===== src/rtl/tce_pkg.sv =====
// ----------------------------------------------------------------------------
// tce_pkg
// Shared types and constants of the text console engine: item structs,
// item kind codes, character codes and the controller/datapath interface.
// ----------------------------------------------------------------------------
`default_nettype none

package tce_pkg;

    // Default screen geometry
    localparam int DEF_COLUMNS = 80;
    localparam int DEF_ROWS    = 25;

    // Cell layout: attribute in the high byte, character in the low byte
    localparam int CELL_W = 16;

    // Item kind codes
    localparam logic [2:0] KIND_PUT        = 3'd0;
    localparam logic [2:0] KIND_SET_CURSOR = 3'd1;
    localparam logic [2:0] KIND_CLEAR      = 3'd2;
    localparam logic [2:0] KIND_ERASE      = 3'd3;
    localparam logic [2:0] KIND_READ       = 3'd4;

    // Character codes and reset attribute
    localparam logic [7:0] CH_NEWLINE = 8'd10;
    localparam logic [7:0] CH_RETURN  = 8'd13;
    localparam logic [7:0] CH_SPACE   = 8'd32;
    localparam logic [7:0] RESET_ATTR = 8'h17;

    typedef struct packed {
        logic [2:0]  kind;
        logic [7:0]  char_code;
        logic [4:0]  row_in;
        logic [6:0]  col_in;
        logic [7:0]  attr_in;
        logic [10:0] cell_index;
    } t_in_item;

    typedef struct packed {
        logic [10:0] cursor_pos;
        logic [15:0] cell_value;
    } t_out_item;

    // Cursor update selected by the controller
    typedef enum logic [2:0] {
        CUR_HOLD,
        CUR_ADVANCE,
        CUR_NEWLINE,
        CUR_COL_ZERO,
        CUR_SET,
        CUR_HOME,
        CUR_BACK,
        CUR_FILL_STEP
    } t_cur_op;

    // Walk address counter update
    typedef enum logic [1:0] {
        WALK_HOLD,
        WALK_ZERO,
        WALK_ROW,
        WALK_INC
    } t_walk_op;

    // Cell store write source
    typedef enum logic [1:0] {
        WR_NONE,
        WR_CHAR,
        WR_BLANK_CUR,
        WR_BLANK_WALK
    } t_wr_op;

    // Cell store read source
    typedef enum logic [1:0] {
        RD_NONE,
        RD_INDEX,
        RD_SCROLL
    } t_rd_op;

    typedef struct packed {
        logic     load_item;
        t_cur_op  cur_op;
        logic     attr_load;
        t_walk_op walk_op;
        t_wr_op   wr_op;
        t_rd_op   rd_op;
        logic     val_clear;
        logic     val_load;
        logic     out_load;
    } t_dp_cmd;

    typedef struct packed {
        logic [2:0] kind;
        logic       is_newline;
        logic       is_return;
        logic       row_last;
        logic       col_last;
        logic       at_origin;
        logic       idx_ok;
        logic       walk_last;
        logic       out_free;
    } t_dp_status;

endpackage

`default_nettype wire


===== src/rtl/tce_ctrl.sv =====
// ----------------------------------------------------------------------------
// tce_ctrl
// Controller of the text console engine: sequences item decode, cell
// writes, row fills, scrolls, screen clears and the result handoff.
// ----------------------------------------------------------------------------
`default_nettype none

module tce_ctrl (
    input  wire logic                i_clk,
    input  wire logic                i_rst_n,
    input  wire logic                i_in_valid,
    input  wire tce_pkg::t_dp_status i_status,
    output tce_pkg::t_dp_cmd         o_cmd,
    output logic                     o_in_stall
);

    import tce_pkg::*;

    typedef enum logic [3:0] {
        S_INIT,
        S_IDLE,
        S_DECODE,
        S_READ,
        S_ERASE_WR,
        S_FILL_ROW,
        S_SCROLL,
        S_CLEAR,
        S_DONE
    } t_state;

    t_state r_state;
    t_state n_state;

    // Take items only while idle
    assign o_in_stall = (r_state != S_IDLE);

    // Next state and datapath commands
    always_comb begin
        n_state = r_state;
        o_cmd   = '0;
        unique case (r_state)
            S_INIT: begin
                o_cmd.wr_op   = WR_BLANK_WALK;
                o_cmd.walk_op = WALK_INC;
                if (i_status.walk_last) begin
                    n_state = S_IDLE;
                end
            end
            S_IDLE: begin
                if (i_in_valid) begin
                    o_cmd.load_item = 1'b1;
                    n_state         = S_DECODE;
                end
            end
            S_DECODE: begin
                o_cmd.val_clear = 1'b1;
                n_state         = S_DONE;
                unique case (i_status.kind)
                    KIND_PUT: begin
                        if (i_status.is_newline) begin
                            o_cmd.cur_op = CUR_NEWLINE;
                            if (i_status.row_last) begin
                                o_cmd.walk_op = WALK_ZERO;
                                n_state       = S_SCROLL;
                            end
                        end else if (i_status.is_return) begin
                            o_cmd.cur_op  = CUR_COL_ZERO;
                            o_cmd.walk_op = WALK_ROW;
                            n_state       = S_FILL_ROW;
                        end else begin
                            o_cmd.wr_op  = WR_CHAR;
                            o_cmd.cur_op = CUR_ADVANCE;
                            if (i_status.col_last && i_status.row_last) begin
                                o_cmd.walk_op = WALK_ZERO;
                                n_state       = S_SCROLL;
                            end
                        end
                    end
                    KIND_SET_CURSOR: begin
                        o_cmd.cur_op = CUR_SET;
                    end
                    KIND_CLEAR: begin
                        o_cmd.attr_load = 1'b1;
                        o_cmd.cur_op    = CUR_HOME;
                        o_cmd.walk_op   = WALK_ZERO;
                        n_state         = S_CLEAR;
                    end
                    KIND_ERASE: begin
                        if (!i_status.at_origin) begin
                            o_cmd.cur_op = CUR_BACK;
                            n_state      = S_ERASE_WR;
                        end
                    end
                    KIND_READ: begin
                        if (i_status.idx_ok) begin
                            o_cmd.rd_op = RD_INDEX;
                            n_state     = S_READ;
                        end
                    end
                    default: begin
                        n_state = S_DONE;
                    end
                endcase
            end
            S_READ: begin
                o_cmd.val_load = 1'b1;
                n_state        = S_DONE;
            end
            S_ERASE_WR: begin
                o_cmd.wr_op = WR_BLANK_CUR;
                n_state     = S_DONE;
            end
            S_FILL_ROW: begin
                o_cmd.wr_op   = WR_BLANK_WALK;
                o_cmd.walk_op = WALK_INC;
                o_cmd.cur_op  = CUR_FILL_STEP;
                if (i_status.col_last) begin
                    if (i_status.row_last) begin
                        o_cmd.walk_op = WALK_ZERO;
                        n_state       = S_SCROLL;
                    end else begin
                        n_state = S_DONE;
                    end
                end
            end
            S_SCROLL: begin
                o_cmd.rd_op   = RD_SCROLL;
                o_cmd.walk_op = WALK_INC;
                if (i_status.walk_last) begin
                    n_state = S_DONE;
                end
            end
            S_CLEAR: begin
                o_cmd.wr_op   = WR_BLANK_WALK;
                o_cmd.walk_op = WALK_INC;
                if (i_status.walk_last) begin
                    n_state = S_DONE;
                end
            end
            S_DONE: begin
                if (i_status.out_free) begin
                    o_cmd.out_load = 1'b1;
                    n_state        = S_IDLE;
                end
            end
            default: begin
                n_state = S_IDLE;
            end
        endcase
    end

    // Hold state; reset starts the clearing pass over the store
    always_ff @(posedge i_clk) begin
        if (!i_rst_n) begin
            r_state <= S_INIT;
        end else begin
            r_state <= n_state;
        end
    end

endmodule

`default_nettype wire


===== config.mk =====
export PLATFORM = sky130hd
export DESIGN_NAME = tce_ctrl
export DESIGN_NICKNAME = d
export VERILOG_FILES = /design/src/rtl/tce_pkg.sv /design/src/rtl/tce_ctrl.sv
export SDC_FILE = /design/constraint.sdc
export NUM_CORES = 1
export LEC_CHECK = 0
export ABC_AREA = 1
export ABC_CLOCK_PERIOD_IN_PS = 2100
export BUFFER_PORTS_ARGS = -buffer_cell sky130_fd_sc_hd__buf_2
export CAP_MARGIN = 0
export CELL_PAD_IN_SITES_DETAIL_PLACEMENT = 1
export CELL_PAD_IN_SITES_GLOBAL_PLACEMENT = 1
export CORE_MARGIN = 2
export CORE_UTILIZATION = 31
export DETAILED_ROUTE_END_ITERATION = 10
export PLACE_DENSITY = 0.87
export SLEW_MARGIN = 30
export SYNTH_ARGS = -nofsm -noshare
export SYNTH_HDL_FRONTEND = slang
export SYNTH_SLANG_ARGS = --single-unit

===== constraint.sdc =====
create_clock -name i_clk -period 2.1 [get_ports i_clk]
set_clock_uncertainty 0.05 [all_clocks]
set_input_delay 0.42 -clock i_clk [delete_from_list [all_inputs] [get_ports i_clk]]
set_output_delay 0.42 -clock i_clk [all_outputs]
set_load 0.01 [all_outputs]

==> results.cfg, run 1 <==
[cells_and_area]
layout_common_cells = 28 x buf_2, 27 x nand2_1, 20 x inv_1
largest_register_ffs = 4
areaGrowthSynthToFinish_pct = 32.80
top_regs = r_state x4
n_antenna_cell = 0
final_nets = 160
final_common_cell = buf_2
drive_above_1_share_pct = 34.03
regMostFlops = r_state

[worst_setup_path]
path_cells = inv_1 -> nand3_4 -> inv_2 -> a221o_1 -> buf_2
r2r_setup_slack_ps = 660
worstPathMaxFanout = 10
start_kind = flip-flop
critPathKind = reg2out
arrival_ps = 1510
worst-endpoint-required_ps = 1630
cp-end-kind = output pin
critPathSlowestCell = dfxtp_1
max_stage_delay_ps = 460

[cts]
cts_buffers = 3
hold_buffers = 0
cts_tree = yes
worstSkewPairLatency_ps = 240
cts_num_sinks = 4
clkSlewWorstSetupHoldPaths_ps = 40
clock_path_buffers = 2
h-tree-depth = 1
clockRootBuffer = clkbuf_4

[floorplanning]
rows = 16
core_area_um2 = 1922
start_util_pct = 32.36
die_y_um = 48.79
die_w_um = 48.79
die-area_um2 = 2380
io-pin-count = 29

[synth]
synthXorXnorAreaFrac_pct = 0
syn_nets = 128
synth_edf_count = 0
synthFlopType = dfxtp_1
netlist_instances = 114
ys_warn_count = 0
ys_seq_area_share_pct = 12.88
synthDistinctLibCells = 24
ys_ff_latch = 4
synth_compound_area_share_pct = 19.72
synth-simple-area-share_pct = 52.11
postSynthAreaPerCell_um2 = 5.455
synthAdderAreaFrac_pct = 0
syn_area_um2 = 621.8
synthMuxAreaShare_pct = 0
async_flop_share_pct = 0
synth_top_family_by_area = simple AND/OR/NAND/NOR gates

[global_route]
grt_pass1_vias = 849
grt.total_usage_pct = 17.99
grt_max_degree = 11
antenna_found_initial = 0
grt-ovfl-total = 0
grt_first_pass_wirelength_um = 3505

[pwr]
p_leak_nw = 0.4665
total_power_mw = 0.6273
power_density_nw_per_um2 = 759.6
ir_drop_uv = 382.6

[sta]
fin_crit_ps = 1983
rsz0062_at_grt = false
hold_ws_ps = 421.0
final.setup.worst_slack_ps = 116.6
fin_setup_tns_ps = 0
period_share_pct = 94.45
worstMarginPinSlew_ps = 331.0
fmax_mhz = 504.2
drv_slew = 0
slew_headroom_pct = 77.64
finalHoldViolCount = 0
final-setup-viol-count = 0

[detailed_routing]
drt_wl_total_um = 2024
ant_nets = 0
post-route-drc-count = 0
num_vias = 845
drtIter0Drc = 11
wl_per_cell_um = 11.84
first_pass_iters = 4
vias_per_cell = 4.942

[hold_path]
hold_class = in2reg

[outcome]
status = finished clean

[placed_design]
io_buffers = 28
place_ws_ps = 197.7
post-dp-hpwl_um = 1771
gp_congestion = 0.8088

[run]
cap_violations = 0
synth_stat cells (all sizes together), types with 2 or more instances:
library cell  count  share of area, %
a21oi             6               4.8
dfxtp             4                13
inv              24                14
nand2            32                21
nand3             9                10
nand4             2               2.0
nor2             18                16
nor3              2               1.6
o21ai             9               7.2
worst max-delay path: cells and delay by family (launching register included):
| kind | cells | cell delay, ps |
|---|---|---|
| AO/OA/AOI/OAI | 1 | 310 |
| buffers and inverters | 3 | 340 |
| flip-flops | 1 | 460 |
| AND/OR/NAND/NOR | 1 | 160 |
layer usage:
metal  global-route usage [%]  wire length, um
met1                    21.93              869
met2                    33.11             1041
met5                        0                0
met3                   0.6135               79
met4                    7.143               34
power by group:
part	total, mW	switching [mW]	leakage, nW	internal [mW]
clock	0.0944	0.0305	0.0138	0.0638
sequential	0.120	0.0291	0.0327	0.0907
combinational	0.413	0.260	0.420	0.153
total	0.627	0.320	0.467	0.308
per-stage QoR:
| step | utilization (%) | instance area (um2) | instances |
|---|---|---|---|
| floorplan | - | 621.8 | 114 |
| global placement | 41.15 | 790.8 | 168 |
| detailed placement | 41.15 | 790.8 | 168 |
| CTS | 42.32 | 813.3 | 171 |
| global route | 42.97 | 825.8 | 171 |
| finish | 42.97 | 825.8 | 171 |
area by class of cell:
type                       count  area, um2
clock buffer                   3      22.52
sequential                     4      80.08
tap                           27      33.78
multi-input combinational     85      459.2
fill                         303       1096
inverter                      24      90.09
timing repair buffer          28      140.1
worst paths after layout:
| check | to | start | cells past startpoint |
|---|---|---|---|
| worst min register to register | r_state[2]$_SDFFE_PN0P_ | r_state[2]$_SDFFE_PN0P_ | 2 |
| worst max register to register | r_state[0]$_SDFFE_PN0P_ | r_state[2]$_SDFFE_PN0P_ | 9 |
| worst max-delay path | o_cmd[8] | r_state[0]$_SDFFE_PN0P_ | 5 |
| worst min-delay path | r_state[1]$_SDFFE_PN0P_ | i_rst_n | 3 |
kinds of logic after synthesis:
kind of cell,count (synthesis)
AOI/OAI and AO/OA,21
DFF,4
buffers and inverters,25
and+or+nand+nor,64
timing repair:
| item | CTS | global route |
|---|---|---|
| setup endpoints to repair | 0 | 2 |
| resized for setup | 0 | 2 |
| buffers inserted | 0 | 0 |
No activity file was read; power rests on OpenSTA's default activity.
==> inputs of run 2 (changes only) <==
Settings changed: MAX_ROUTING_LAYER from default to met4.
==> run 2 against run 1 <==
Net effect:
- global-route usage is 0.50 points higher
- power is 0.18% lower
- largest power group unchanged
- utilization stayed put
- count of clock-buffer cells in the layout stayed put
- setup slack better by 3.7 ps
- sequential share of layout area stayed put
- first-iteration DRC count stayed put
- combinational power hardly changed
- cell area stayed put
- critical path depth stayed put
- critical endpoint unchanged
- non-clock buffer count stayed put
==> results.cfg, run 2 (same netlist as run 1, synthesis figures left out) <==
[cells_and_area]
n_antenna_cell = 0
final_common_cell = buf_2
largest_register_ffs = 4
fillers = 303
stdcell_count = 171
regMostFlops = r_state
regArea_um2 = 80.08
final_nets = 160
drive_above_1_share_pct = 34.03
top_regs = r_state x4
layout_common_cells = 28 x buf_2, 27 x nand2_1, 20 x inv_1
multi_input_area_um2 = 459.2
areaGrowthSynthToFinish_pct = 32.80

[hold_path]
hold_class = in2reg

[detailed_routing]
drt_wl_total_um = 2011
post-route-drc-count = 0
first_pass_iters = 3
vias_per_cell = 4.965
ant_nets = 0
num_vias = 849
drtIter0Drc = 11
wl_per_cell_um = 11.76

[sta]
fin_setup_tns_ps = 0
rsz0062_at_grt = false
final.setup.worst_slack_ps = 120.3
final-setup-viol-count = 0
fin_crit_ps = 1980
period_share_pct = 94.27
drv_slew = 0
finalHoldViolCount = 0
fmax_mhz = 505.1
slew_headroom_pct = 77.62
worstMarginPinSlew_ps = 331.4

[worst_setup_path]
crit_family = flip-flops
cp-end-kind = output pin
rr_startpoint = r_state[2]$_SDFFE_PN0P_
critPathSlowestCell = dfxtp_1
r2r_setup_slack_ps = 660
cp.depth = 5
critPathBufInv = 3
endpoint = o_cmd[8]
r2r-end = r_state[0]$_SDFFE_PN0P_
arrival_ps = 1510
worstRegToRegCells = 9
worstPathMaxFanout = 10
critPathKind = reg2out
start_kind = flip-flop
max_stage_delay_ps = 460
path_cells = inv_1 -> nand3_4 -> inv_2 -> a221o_1 -> buf_2
worst-endpoint-required_ps = 1630
cp-startpoint = r_state[0]$_SDFFE_PN0P_

[placed_design]
dp.cells = 168
post-dp-hpwl_um = 1771
io_buffers = 28
place_ws_ps = 197.7
gp_congestion = 0.8207

[floorplanning]
die-area_um2 = 2380
start_util_pct = 32.36
die_w_um = 48.79
core_area_um2 = 1922
io-pin-count = 29
die_y_um = 48.79
rows = 16

[global_route]
antenna_found_initial = 0
grt_pass1_vias = 849
grt-ovfl-total = 0
grt.total_usage_pct = 18.50
grt_max_degree = 11
grt_first_pass_wirelength_um = 3505

[pwr]
p_leak_nw = 0.4665
power_density_nw_per_um2 = 758.3
ir_drop_uv = 382.7

[cts]
cts_tree = yes
worstSkewPairLatency_ps = 240
clockRootBuffer = clkbuf_4
cts_buffers = 3
hold_buffers = 0
h-tree-depth = 1
clkSlewWorstSetupHoldPaths_ps = 40
cts_num_sinks = 4
clock_path_buffers = 2

[outcome]
status = finished clean

[run]
cap_violations = 0
run 2: cell counts in the layout (fill, tap and decap cells not counted):
Identical to the previous run, type by type.
run 2: timing repair:
| item | 4_1_cts | 5_1_grt |
|---|---|---|
| setup buffers | 0 | 0 |
| setup endpoints to repair | 0 | 2 |
| resized for setup | 0 | 2 |
run 2: per-stage QoR:
| stage | utilization (%) | total power [mW] | hold slack [ps] | cell area (um2) |
|---|---|---|---|---|
| 2_1_floorplan | - | 0.3864 | 428.3 | 621.8 |
| 3_3_place_gp | 41.15 | 0.5085 | 453.4 | 790.8 |
| 3_5_place_dp | 41.15 | 0.5266 | 462.3 | 790.8 |
| 4_1_cts | 42.32 | 0.6262 | 413.8 | 813.3 |
| 5_1_grt | 42.97 | 0.6871 | 443.9 | 825.8 |
| 6_report | 42.97 | 0.6262 | 421.0 | 825.8 |
run 2: per-layer routing:
| metal | global-route usage [%] | up-vias | wire length [um] | share of wire [%] |
|---|---|---|---|---|
| li1 | - | 428 | - | - |
| met1 | 21.93 | 393 | 861 | 43 |
| met2 | 33.11 | 24 | 1035 | 51 |
| met3 | 0.6135 | 4 | 79 | 3.9 |
| met4 | 7.143 | 0 | 34 | 1.7 |
| met5 | - | - | 0 | 0 |
run 2: power by group:
group	switching [mW]	total, mW	internal (mW)
clock network	0.0305	0.0944	0.0638
registers	0.0291	0.120	0.0907
logic	0.259	0.412	0.153
run 2: worst reg2reg max path: stages (launching register included):
cell and delay [ps]:
dfxtp_1 400, inv_2 80, nor2_4 140, inv_2 70, nor2_4 150, nand2_2 80
nand3_4 110, nor2_4 50, o21ai_1 130, nor2_1 60
run 2: worst min-delay path by stage:
stage,startpoint,end,slack [ps],depth (start not counted)
5_1_grt,i_rst_n,r_state[0]$_SDFFE_PN0P_,440,3
4_1_cts,i_rst_n,r_state[1]$_SDFFE_PN0P_,410,3
6_report,i_rst_n,r_state[1]$_SDFFE_PN0P_,420,3
3_5_place_dp,r_state[2]$_SDFFE_PN0P_,r_state[2]$_SDFFE_PN0P_,460,2
2_1_floorplan,r_state[2]$_SDFFE_PN0P_,r_state[2]$_SDFFE_PN0P_,430,2
3_3_place_gp,r_state[2]$_SDFFE_PN0P_,r_state[2]$_SDFFE_PN0P_,450,2
run 2: layout make-up:
cell class                      count  area share (%)
Multi-Input combinational cell     85           55.61
Timing Repair Buffer               28           16.97
Inverter                           24           10.91
Sequential cell                     4           9.697
Tap cell                           27           4.091
Clock buffer                        3           2.727
